$ cat src/rtl/dehl_pkg.sv
// ----------------------------------------------------------------------------
// dehl_pkg
// Shared types and constants for the deduplicating event history log.
// ----------------------------------------------------------------------------
package dehl_pkg;

  localparam int DEPTH = 12;
  localparam int CNT_W = $clog2(DEPTH + 1);
  localparam int IDX_W = (DEPTH > 1) ? $clog2(DEPTH) : 1;

  typedef enum logic [1:0] {
    MODE_SINGLE = 2'd0,
    MODE_RESET  = 2'd1,
    MODE_PLAIN  = 2'd2,
    MODE_CLEAR  = 2'd3
  } mode_t;

  typedef enum logic [2:0] {
    ACT_INSERTED  = 3'd0,
    ACT_DUPLICATE = 3'd1,
    ACT_RESET     = 3'd2,
    ACT_NOT_FOUND = 3'd3,
    ACT_CLEARED   = 3'd4
  } action_t;

  typedef enum logic [1:0] {
    ST_IDLE,
    ST_SCAN,
    ST_APPLY
  } state_t;

  typedef enum logic [1:0] {
    OP_NONE,
    OP_INSERT,
    OP_MARK,
    OP_CLEAR
  } store_op_t;

  typedef struct packed {
    store_op_t        op;
    logic [IDX_W-1:0] mark_idx;
    logic [15:0]      key;
    logic [15:0]      num;
    logic [39:0]      tstamp;
  } store_cmd_t;

  typedef struct packed {
    action_t     action;
    logic [3:0]  entry_count;
    logic [3:0]  matched_slot;
    logic        oldest_dropped;
  } result_t;

endpackage

$ cat src/rtl/dehl_store.sv
// ----------------------------------------------------------------------------
// dehl_store
// Entry registers, newest at slot 0, with a shifting insert, a reset mark,
// a clear and one indexed read port for the scan.
// ----------------------------------------------------------------------------
module dehl_store (
  input  logic                      clk,
  input  logic                      rst,
  input  dehl_pkg::store_cmd_t      cmd,
  input  logic [dehl_pkg::IDX_W-1:0] rd_idx,
  output logic [15:0]               rd_key,
  output logic                      rd_is_reset,
  output logic [dehl_pkg::CNT_W-1:0] count
);
  import dehl_pkg::*;

  logic [15:0] entry_key      [DEPTH];
  logic [15:0] entry_number   [DEPTH];
  logic [39:0] entry_time     [DEPTH];
  logic        entry_is_reset [DEPTH];

  always_ff @(posedge clk) begin
    if (rst) begin
      count <= '0;
    end else begin
      case (cmd.op)
        OP_CLEAR:  count <= '0;
        OP_INSERT: begin
          if (count != CNT_W'(DEPTH)) begin
            count <= count + CNT_W'(1);
          end
        end
        default: ;
      endcase
    end
  end

  // Entries beyond the count are shifted too; they are never read.
  always_ff @(posedge clk) begin
    case (cmd.op)
      OP_INSERT: begin
        for (int i = 1; i < DEPTH; i++) begin
          entry_key[i]      <= entry_key[i-1];
          entry_number[i]   <= entry_number[i-1];
          entry_time[i]     <= entry_time[i-1];
          entry_is_reset[i] <= entry_is_reset[i-1];
        end
        entry_key[0]      <= cmd.key;
        entry_number[0]   <= cmd.num;
        entry_time[0]     <= cmd.tstamp;
        entry_is_reset[0] <= 1'b0;
      end
      OP_MARK: entry_is_reset[cmd.mark_idx] <= 1'b1;
      default: ;
    endcase
  end

  assign rd_key      = entry_key[rd_idx];
  assign rd_is_reset = entry_is_reset[rd_idx];

endmodule

$ cat src/rtl/dehl_ctrl.sv
// ----------------------------------------------------------------------------
// dehl_ctrl
// Sequencer and shared key comparator: for single and reset requests, walks the
// valid entries oldest first, one per cycle, until the first active match, then issues the store update and the result.
// ----------------------------------------------------------------------------
module dehl_ctrl (
  input  logic                       clk,
  input  logic                       rst,
  input  logic                       in_valid,
  output logic                       in_stall,
  input  logic [1:0]                 mode,
  input  logic [15:0]                msg_key,
  input  logic [15:0]                error_number,
  input  logic [39:0]                timestamp,
  input  logic                       out_free,
  input  logic [dehl_pkg::CNT_W-1:0] count,
  input  logic [15:0]                rd_key,
  input  logic                       rd_is_reset,
  output logic [dehl_pkg::IDX_W-1:0] rd_idx,
  output dehl_pkg::store_cmd_t       cmd,
  output logic                       res_valid,
  output dehl_pkg::result_t          res
);
  import dehl_pkg::*;

  state_t           state, state_next;
  mode_t            mode_in;
  mode_t            mode_r;
  logic [15:0]      key_r;
  logic [15:0]      num_r;
  logic [39:0]      tstamp_r;
  logic [IDX_W-1:0] idx;
  logic             hit;
  logic             scan_hit;
  logic             do_scan;
  logic [CNT_W-1:0] count_m1;
  logic [CNT_W-1:0] count_after;
  logic             full;
  logic [CNT_W+3:0] count_wide;
  logic [IDX_W+3:0] slot_wide;

  assign mode_in    = mode_t'(mode);
  assign scan_hit   = (rd_key == key_r) && !rd_is_reset;
  assign do_scan    = ((mode_in == MODE_SINGLE) || (mode_in == MODE_RESET)) &&
                      (count != '0);
  assign count_m1   = count - CNT_W'(1);
  assign full       = (count == CNT_W'(DEPTH));
  assign rd_idx     = idx;
  assign slot_wide  = {4'b0, idx};

  always_ff @(posedge clk) begin
    if (rst) begin
      state <= ST_IDLE;
    end else begin
      state <= state_next;
    end
  end

  always_ff @(posedge clk) begin
    if (state == ST_IDLE && in_valid) begin
      mode_r   <= mode_in;
      key_r    <= msg_key;
      num_r    <= error_number;
      tstamp_r <= timestamp;
      idx      <= count_m1[IDX_W-1:0];
      hit      <= 1'b0;
    end else if (state == ST_SCAN) begin
      if (scan_hit) begin
        hit <= 1'b1;
      end else if (idx != '0) begin
        idx <= idx - IDX_W'(1);
      end
    end
  end

  always_comb begin
    state_next     = state;
    in_stall       = 1'b1;
    res_valid      = 1'b0;
    cmd.op         = OP_NONE;
    cmd.mark_idx   = idx;
    cmd.key        = key_r;
    cmd.num        = num_r;
    cmd.tstamp     = tstamp_r;
    count_after    = count;
    res.action     = ACT_INSERTED;
    res.matched_slot   = 4'd0;
    res.oldest_dropped = 1'b0;

    unique case (state)
      ST_IDLE: begin
        in_stall = 1'b0;
        if (in_valid) begin
          state_next = do_scan ? ST_SCAN : ST_APPLY;
        end
      end
      ST_SCAN: begin
        if (scan_hit || idx == '0) begin
          state_next = ST_APPLY;
        end
      end
      ST_APPLY: begin
        if (out_free) begin
          res_valid  = 1'b1;
          state_next = ST_IDLE;
        end
        unique case (mode_r)
          MODE_CLEAR: begin
            cmd.op      = OP_CLEAR;
            res.action  = ACT_CLEARED;
            count_after = '0;
          end
          MODE_RESET: begin
            if (hit) begin
              cmd.op           = OP_MARK;
              res.action       = ACT_RESET;
              res.matched_slot = slot_wide[3:0];
            end else begin
              res.action = ACT_NOT_FOUND;
            end
          end
          MODE_SINGLE: begin
            if (hit) begin
              res.action       = ACT_DUPLICATE;
              res.matched_slot = slot_wide[3:0];
            end else begin
              cmd.op             = OP_INSERT;
              res.oldest_dropped = full;
              count_after        = full ? count : count + CNT_W'(1);
            end
          end
          MODE_PLAIN: begin
            cmd.op             = OP_INSERT;
            res.oldest_dropped = full;
            count_after        = full ? count : count + CNT_W'(1);
          end
          default: ;
        endcase
        // hold the store until the result can be written out
        if (!out_free) begin
          cmd.op = OP_NONE;
        end
      end
      default: state_next = ST_IDLE;
    endcase

    count_wide      = {4'b0, count_after};
    res.entry_count = count_wide[3:0];
  end

`ifndef ASSERT_OFF
  a_count_range: assert property (@(posedge clk) disable iff (rst)
    count <= CNT_W'(DEPTH))
    else $error("entry count above depth");

  a_scan_in_range: assert property (@(posedge clk) disable iff (rst)
    (state == ST_SCAN) |-> (CNT_W'(idx) < count))
    else $error("scan index outside valid entries");

  a_cmd_only_on_result: assert property (@(posedge clk) disable iff (rst)
    (cmd.op != OP_NONE) |-> (state == ST_APPLY && out_free && res_valid))
    else $error("store update without a result");

  a_hit_mode: assert property (@(posedge clk) disable iff (rst)
    (state == ST_APPLY && hit) |-> (mode_r == MODE_SINGLE || mode_r == MODE_RESET))
    else $error("match flagged for a mode that does not search");

  a_back_to_idle: assert property (@(posedge clk) disable iff (rst)
    res_valid |=> (state == ST_IDLE))
    else $error("sequencer not idle after result");
`endif

endmodule

$ cat src/rtl/dedup_event_history_log.sv
// ----------------------------------------------------------------------------
// dedup_event_history_log
// Newest-first error history with duplicate suppression and entry reset.
// ----------------------------------------------------------------------------
// One request is taken at a time. Plain and clear requests, and single and
// reset requests on an empty log, go from acceptance straight to the apply
// state; other single and reset requests first pass the scan state, where
// the key comparator examines entries oldest first, one per cycle, until
// the first active match (at most the valid entry count). A waiting
// result sits in the output register, so the next request is accepted while
// it is still stalled; a new result is only held back while that register is occupied.
module dedup_event_history_log (
  input  logic        clk,
  input  logic        rst,
  input  logic        in_valid,
  output logic        in_stall,
  input  logic [1:0]  mode,
  input  logic [15:0] msg_key,
  input  logic [15:0] error_number,
  input  logic [39:0] timestamp,
  output logic        out_valid,
  input  logic        out_stall,
  output logic [2:0]  action,
  output logic [3:0]  entry_count,
  output logic [3:0]  matched_slot,
  output logic        oldest_dropped
);
  import dehl_pkg::*;

  store_cmd_t       cmd;
  result_t          res;
  logic             res_valid;
  logic             out_free;
  logic [IDX_W-1:0] rd_idx;
  logic [15:0]      rd_key;
  logic             rd_is_reset;
  logic [CNT_W-1:0] count;

  assign out_free = !out_valid || !out_stall;

  dehl_store u_store (
    .clk         (clk),
    .rst         (rst),
    .cmd         (cmd),
    .rd_idx      (rd_idx),
    .rd_key      (rd_key),
    .rd_is_reset (rd_is_reset),
    .count       (count)
  );

  dehl_ctrl u_ctrl (
    .clk          (clk),
    .rst          (rst),
    .in_valid     (in_valid),
    .in_stall     (in_stall),
    .mode         (mode),
    .msg_key      (msg_key),
    .error_number (error_number),
    .timestamp    (timestamp),
    .out_free     (out_free),
    .count        (count),
    .rd_key       (rd_key),
    .rd_is_reset  (rd_is_reset),
    .rd_idx       (rd_idx),
    .cmd          (cmd),
    .res_valid    (res_valid),
    .res          (res)
  );

  always_ff @(posedge clk) begin
    if (rst) begin
      out_valid <= 1'b0;
    end else if (res_valid) begin
      out_valid <= 1'b1;
    end else if (!out_stall) begin
      out_valid <= 1'b0;
    end
  end

  always_ff @(posedge clk) begin
    if (res_valid) begin
      action         <= res.action;
      entry_count    <= res.entry_count;
      matched_slot   <= res.matched_slot;
      oldest_dropped <= res.oldest_dropped;
    end
  end

endmodule
$ cat config.mk
export PLATFORM = sky130hd
export DESIGN_NAME = dedup_event_history_log
export DESIGN_NICKNAME = d
export VERILOG_FILES = /design/src/rtl/dehl_pkg.sv /design/src/rtl/dehl_store.sv /design/src/rtl/dehl_ctrl.sv /design/src/rtl/dedup_event_history_log.sv
export SDC_FILE = /design/constraint.sdc
export NUM_CORES = 1
export LEC_CHECK = 0
export ABC_AREA = 0
export BUFFER_PORTS_ARGS = -buffer_cell sky130_fd_sc_hd__buf_2
export CAP_MARGIN = 20
export CORE_UTILIZATION = 55
export CTS_CLUSTER_DIAMETER = 40
export DETAILED_ROUTE_END_ITERATION = 8
export GPL_TIMING_DRIVEN = 1
export MAX_ROUTING_LAYER = met4
export PLACE_DENSITY = 0.72
export SYNTH_ARGS = -nofsm -noshare
export SYNTH_HDL_FRONTEND = slang
export SYNTH_SLANG_ARGS = --single-unit
$ cat constraint.sdc
create_clock -name clk -period 14.45 [get_ports clk]
set_input_delay 2.1675 -clock clk [delete_from_list [all_inputs] [get_ports clk]]
set_output_delay 2.1675 -clock clk [all_outputs]
set_load 0.005 [all_outputs]
-- After elaboration in Yosys (flattened, before gate mapping)
Memory sizes are Yosys's and may differ from the RTL's. A register that Yosys moved wholly into a read port is not among the register bits.
Cells that the tools add are included.
- bits in registers: 42
- memory bits (writable): 204
- input port bits: 78
- output and inout bits: 14
- logic and storage cells: 98
- memories kept: 2
- memories (memory ; depth ; bits a word ; read ports ; clocked after Yosys merged registers in ; wr ports ; RTL line ; RTL):
    u_store.entry_key ; 12 ; 16 ; 12 ; 1 ; 12 ; dehl_store.sv:17 ; logic [15:0] entry_key [DEPTH];
    u_store.entry_is_reset ; 12 ; 1 ; 12 ; 1 ; 12 ; dehl_store.sv:20 ; logic entry_is_reset [DEPTH];
- $add $sub $neg: 3
- equality and inequality tests: 18
- mux-type cells: 39
- reductions and logical operators: 25
- operator list (kind ; count):
    2-to-1 mux 4 bit ; 11
    == test 16 bit ; 1
    2-to-1 mux 1 bit ; 15
    2-to-1 mux 2 bit ; 7
    one-hot mux 4 bit (3 select lines) ; 1
    == test 2 bit, second input constant ; 5
    one-hot mux 3 bit (3 select lines) ; 1
    AND reduction 3 bit ; 3
    == test 2 x 1 -> 1 bit, second input constant ; 4
    one-hot mux 2 bit (4 select lines) ; 1
    one-hot mux 4 bit (2 select lines) ; 1
    nonzero test 4 bit ; 2
    subtractor 4 x 1 -> 4 bit, second input constant ; 2
    zero test 2 bit ; 3
    != test 2 x 1 -> 1 bit, second input constant ; 3
    != test 2 bit, second input constant ; 3
    one-hot mux 2 bit (3 select lines) ; 1
    nonzero test 2 bit ; 3
    adder 4 x 1 -> 4 bit, second input constant ; 1
    == test 4 bit, second input constant ; 1
    zero test 4 bit ; 1
    != test 4 bit, second input constant ; 1
    AND reduction 2 bit ; 2
    logical AND 1 bit ; 3
    5 further kinds ; 9

-- Logic depth before layout (Yosys ltp)
Gate-level depths: netlist of run 1.
- depth after elaboration: 9
- mapped depth: 10
- mapped depth without buffers: 8

-- Cells and area by module
Synthesis of run 1 repeated with hierarchy kept, for this count alone.
- cells, all modules: 672
- area, all modules: 11885.1 um^2
- by module, submodules not included (module ; times used ; cells an instance ; area each (um^2) ; sequential area each (um^2)):
    dehl_store ; 1 ; 466 ; 8363.0 ; 6165.9
    dehl_ctrl ; 1 ; 190 ; 3129.3 ; 2402.3
    dedup_event_history_log ; 1 ; 16 ; 392.9 ; 380.4

-- Worst setup path after synthesis of run 1
No wires, ideal clock.
- path type: input port to flip-flop
- from: input port out_stall
- to: memory u_store.entry_key[0][0] (enable)
- library setup time: 1.729 ns
- arrival: 6.304 ns
- data required time: 12.721 ns
- slack: 6.417 ns
- stages: 3
- path buffers: 0
- cell sequence: a21oi_1 -> nand2_1 -> clkinv_1
- RTL lines (what ; RTL line ; RTL):
    start: declaration ; dedup_event_history_log.sv:22 ; input logic out_stall,
    end: declaration ; dehl_store.sv:17 ;

==> results of run 1 <==
[worst max-delay path, stage by stage]
cell and delay, ps:
buf_2 100, a21oi_1 140, buf_4 240, nand2_1 420
inv_6 870, buf_4 930
[placed cells by master (no fill, tap or decap), drive strengths merged, types with 9 or more instances in the layout]
master / n
clkinv: 9
xnor2: 21
nand2: 14
edfxtp: 226
xor2: 9
mux2i: 24
o21ai: 13
mux4: 51
buf: 41
nor2: 36
a21oi: 15
dfxtp: 28
inv: 16
clkbuf: 40
[report_power, final]
part	internal [uW]	leakage [uW]	switching, uW
registers	839	0.00231	34.8
clock network	585	0.000601	311
logic	89.6	0.00117	97.3
[layout make-up]
cell class / instances / area [um2] / area share (%)
multi-input combinational: 278 / 2700 / 22.8
clock inverter: 22 / 287 / 2.42
timing repair buffer: 41 / 220 / 1.86
tap: 229 / 287 / 2.42
sequential: 254 / 7350 / 62.0
inverter: 12 / 50.0 / 0.422
clock buffer: 40 / 957 / 8.08
[cells by family (layout without fill, tap and decap cells)]
| logic type | Yosys count | after routing | share of synthesized area (%) |
|---|---|---|---|
| flops | 254 | 254 | 71.8 |
| simple gates | 101 | 101 | 4.99 |
| xor+xnor | 30 | 30 | 2.57 |
| compound gates | 69 | 69 | 4.82 |
| buf+inv | 32 | 115 | 1.79 |
| fa+ha+maj | 3 | 3 | 0.367 |
| mux | 75 | 75 | 13.6 |
[Yosys cell counts (all sizes together), types with 6 or more instances]
| cell type | number | area [um2] |
|---|---|---|
| nor2 | 36 | 135 |
| o21ai | 13 | 65.1 |
| nand2 | 14 | 52.6 |
| and3 | 7 | 43.8 |
| a21oi | 15 | 75.1 |
| xnor2 | 21 | 184 |
| o22ai | 8 | 50.1 |
| clkbuf | 6 | 22.5 |
| inv | 11 | 41.3 |
| mux4 | 51 | 1160 |
| nand3 | 7 | 35.0 |
| nor3 | 6 | 30.0 |
| mux2i | 24 | 240 |
| dfxtp | 28 | 561 |
| xor2 | 9 | 78.8 |
| edfxtp | 226 | 6790 |
| buf | 14 | 115 |
[how the worst max path moves through the flow]
stage / slack, ps / from / endpoint / cells after the start
3_3_place_gp: 9190 / out_stall / u_store.entry_key[2][3] / 6
6_report: 9560 / out_stall / u_store.entry_key[8][14] / 6
5_1_grt: 9320 / out_stall / u_store.entry_key[6][14] / 6
2_1_floorplan: 6420 / out_stall / u_store.entry_key[0][0] / 3
3_5_place_dp: 9040 / out_stall / u_store.entry_key[0][3] / 6
4_1_cts: 9580 / out_stall / u_store.entry_key[1][14] / 6
[metal layers]
metal	up-vias	wire length (um)
met5	-	0
met4	0	230
met3	20	1210
met2	200	9220
met1	2750	8260
li1	2379	-
[through the flow]
step | hold slack, ps | utilization (%)
4_1_cts | 442 | 65.5
5_1_grt | 452 | 65.5
3_3_place_gp | 425 | 58.6
6_report | 443 | 65.5
2_1_floorplan | 414 | -
3_5_place_dp | 430 | 58.6
[flip-flops by register name, summed over array words and instances (netlist names), named ones only]
signal                  flops
out_valid                   1
u_ctrl.mode_r               2
u_ctrl.hit                  1
u_store.count               4
entry_count                 4
u_store.entry_is_reset     16
oldest_dropped              1
action                      3
u_ctrl.rd_idx               4
u_ctrl.key_r               16
u_store.entry_key         192
matched_slot                4
u_ctrl.state                2
==> impl_metrics.ini, run 1 <==
[logic_synthesis]
avgSynthCellArea_um2 = 18.1
synth_seq_cells = 254
synth.net_count = 645
async_flop_share_pct = 0
synth_cell_types = 53
yosysWarnings = 0
syn_area_mm2 = 0.0102
synth-edff-count = 226
yosysSeqAreaShare_pct = 71.8
synth_flop_cell = edfxtp_1
synthCells = 564

[global_route]
grt_first_pass_wirelength_um = 31000
antenna_found_initial = 0
met1_usage_pct = 29.6
grt_max_degree = 118
gr-total-overflow = 0
grt_pass1_vias = 5549
met3_usage_pct = 4.57
busiest_layer = met2
met2_usage_pct = 33.8
grt_usage_pct = 21.7

[final_layout]
syn2layout_area_growth_pct = 15.8
fin_area_mm2 = 0.0119
finalNetCount = 703
stdcell_count = 876
antenna_cells = 0
drive_gt1_share_pct = 24.9
nFillCells = 1186

[clock_tree]
cts_sinks = 254
ctsResizeCount = 0
postCtsSetupBuffers = 0
insertion_delay_ps = 500
clock_path_buffers = 3
cts_max_level = 2
cts.reportedPaths.clkPinSlew_ps = 60
cts_tree = done
numCtsBuffers = 35
ctsHoldBuffers = 0
cts-root-buf = clkbuf_16

[timing]
fin_setup_tns_ps = 0
finClkSkew_ps = 22.0
relSlewSlack_pct = 32.3
worstMarginPinSlew_ps = 1020
worst_slack_ps = 9560
rsz0062_at_grt = no
hold_viol_final = 0
finalCritPeriodShare_pct = 33.8
fin_crit_ps = 4890
setup_viol = 0
fmaxAchievable_mhz = 205
slew_violations = 0

[worst_setup_path]
worstSetupStartpointType = primary input
reg2reg_depth = 8
r2r_end = u_ctrl.rd_idx[3]
path_class = primary input to register
worst_setup_path_end_kind = register
crit_required_ps = 14550
crit_arrival_ps = 4990
r2r_slack_ps = 10490
crit_path_max_fanout = 117

[routing]
postRouteAntennaNets = 0
drc = 4
wl_um = 18900
avgRoutedWirePerCell_um = 21.6
drt-vias-per-instance = 6.11
firstDrtPassIters = 7
dr_total_vias = 5349
first_iter_violations = 380

[place]
globalplace.congestion = 0.919
placed_cell_area_mm2 = 0.0106
post-place-cells = 814
pre_cts_slack_ps = 9040
io_buffers = 35
dp_hpwl_um = 11000

[floorplan]
die_h_um = 138
dieWidth_um = 138
start_util_pct = 56.6
core_area_mm2 = 0.0181
io_pins = 92
die_area_mm2 = 0.0191
rows = 49

[job]
maxCapViolCount = 0

[hold_path]
hold_path_class = register to register
hold_end = u_store.entry_key[7][7]
hold_start = u_store.entry_key[6][7]
hold_depth = 0

[pwr]
power_uw = 1960
peakVddDrop_mv = 0.106
p_per_area_mw_per_mm2 = 165
cellLeakagePower_uw = 0.00408

[run_status]
violations = design-rule violations
outcome = finished with violations
Power figures use the tool's default switching activity.
==> inputs of run 2 (changes only) <==
--- a/config.mk
+++ b/config.mk
@@ -8,7 +8,7 @@
 export ABC_AREA = 0
 export BUFFER_PORTS_ARGS = -buffer_cell sky130_fd_sc_hd__buf_2
 export CAP_MARGIN = 20
-export CORE_UTILIZATION = 55
+export CORE_UTILIZATION = 53
 export CTS_CLUSTER_DIAMETER = 40
 export DETAILED_ROUTE_END_ITERATION = 8
 export GPL_TIMING_DRIVEN = 1
==> constraint.sdc (replaced) <==
create_clock -name clk -period 4.25 [get_ports clk]
set_input_delay 0.6375 -clock clk [delete_from_list [all_inputs] [get_ports clk]]
set_output_delay 0.6375 -clock clk [all_outputs]
set_load 0.005 [all_outputs]
==> impl_metrics.ini, run 2 (synthesized netlist as in run 1, its figures left out) <==
[run_status]
outcome = completed

[clock_tree]
cts_sinks = 254
cts.reportedPaths.clkPinSlew_ps = 60
clock_path_buffers = 3
ctsResizeCount = 0
insertion_delay_ps = 550
numCtsBuffers = 31
cts-root-buf = clkbuf_16
cts_max_level = 1
postCtsSetupBuffers = 0
ctsHoldBuffers = 0
cts_tree = done

[final_layout]
antenna_cells = 0
final_cell_mix = edfxtp_1 (226), mux4_2 (49), nor2_1 (36)
utilization_pct = 62.7
mostFrequentLayoutCell = edfxtp_1
syn2layout_area_growth_pct = 15.5
drive_gt1_share_pct = 25.1
largest-register = u_store.entry_key
stdcell_count = 913
finalNetCount = 709
nFillCells = 1318
largest_reg_flops = 192
reg.largest.list = u_store.entry_key x192, u_ctrl.key_r x16, u_store.entry_is_reset x16

[timing]
finalCritPeriodShare_pct = 80.2
fin_setup_tns_ps = 0
rsz0062_at_grt = no
worstMarginPinSlew_ps = 792
slew_violations = 0
finClkSkew_ps = 15.3
fmaxAchievable_mhz = 293
hold_viol_final = 0
relSlewSlack_pct = 46.8
setup_viol = 0
fin_crit_ps = 3410

[floorplan]
start_util_pct = 54.3
io_pins = 92
dieWidth_um = 141
core_area_mm2 = 0.0188
die_area_mm2 = 0.0199
rows = 50
die_h_um = 141

[routing]
firstDrtPassIters = 5
postRouteAntennaNets = 0
drt-vias-per-instance = 5.86
drc = 0
dr_total_vias = 5349
avgRoutedWirePerCell_um = 20.6
first_iter_violations = 518
wl_um = 18800

[hold_path]
hold_path_class = primary input to register
hold_depth = 1

[worst_setup_path]
worst_setup_path_end_kind = register
path_class = register to register
worstSetupStartpointType = register
crit_required_ps = 4520
crit_arrival_ps = 3680
reg2reg_depth = 8
crit_path_max_fanout = 13

[pwr]
power_frac_clock_pct = 43.0
peakVddDrop_mv = 0.348
swShare_pct = 23.5
p_per_area_mw_per_mm2 = 537
pwr-share-seq_pct = 46.6
p_comb_share_pct = 10.4
power_switching_uw = 1490
p_int_uw = 4850
cellLeakagePower_uw = 0.00405

[global_route]
grt_max_degree = 89
grt_usage_pct = 20.4
gr-total-overflow = 0
antenna_found_initial = 0
grt_first_pass_wirelength_um = 30100
grt_pass1_vias = 5515

[place]
io_buffers = 35
globalplace.congestion = 0.878
dp_hpwl_um = 11700
post-place-cells = 855

[job]
maxCapViolCount = 0
[run 2: power by group through the flow]
stage	logic, uW	clock network (uW)	registers, uW
after floorplan	530	0	2960
after global placement	642	0	2990
after detailed placement	661	0	3000
after CTS	665	2770	2950
after global routing	712	2880	2970
final	658	2730	2960
[run 2: routing by layer]
layer  track usage [%]  routed length (um)  share of wire (%)  vias to the layer above
li1                  -                   -                  -                     2399
met2              30.8                9080                 48                      144
met3              3.67                 898                4.8                       34
met4              6.64                 327                1.7                        0
met1              28.5                8480                 45                     2772
met5                 -                   0                  0                        -
[run 2: worst max-delay path, cell delays in order (launching register included)]
cell     delay [ps]
dfxtp_2         610
buf_4           260
mux4_1          580
xor2_1          180
nor4_1          340
a21oi_1         120
or4_4           590
o31ai_4         260
nand2_1         190
[run 2: metrics by stage]
step	total power, uW	hold WS, ps	setup WS [ps]	area [um2]
floorplan	3490	414	305	10200
global placement	3640	424	926	10700
detailed placement	3670	430	846	10700
CTS	6390	242	818	11800
global route	6560	240	627	11800
finish	6340	265	841	11800
[run 2: worst paths after layout]
check                      startpoint                       end  slack (ps)
min                       msg_key[13]          u_ctrl.key_r[13]         260
max reg2reg                  register          u_ctrl.rd_idx[2]         840
min reg2reg  u_store.entry_key[10][2]  u_store.entry_key[11][2]         430
max                          register          u_ctrl.rd_idx[2]         840
[run 2: layout make-up]
| cell class | instances | area [um2] | area share [%] |
|---|---|---|---|
| flip-flops and latches | 254 | 7350 | 62.2 |
| inverters | 12 | 50.0 | 0.424 |
| repair buffers | 51 | 308 | 2.61 |
| well taps | 260 | 325 | 2.75 |
| multi-input cells | 278 | 2700 | 22.9 |
| clock buffers | 38 | 812 | 6.88 |
| clock inverters | 20 | 267 | 2.26 |
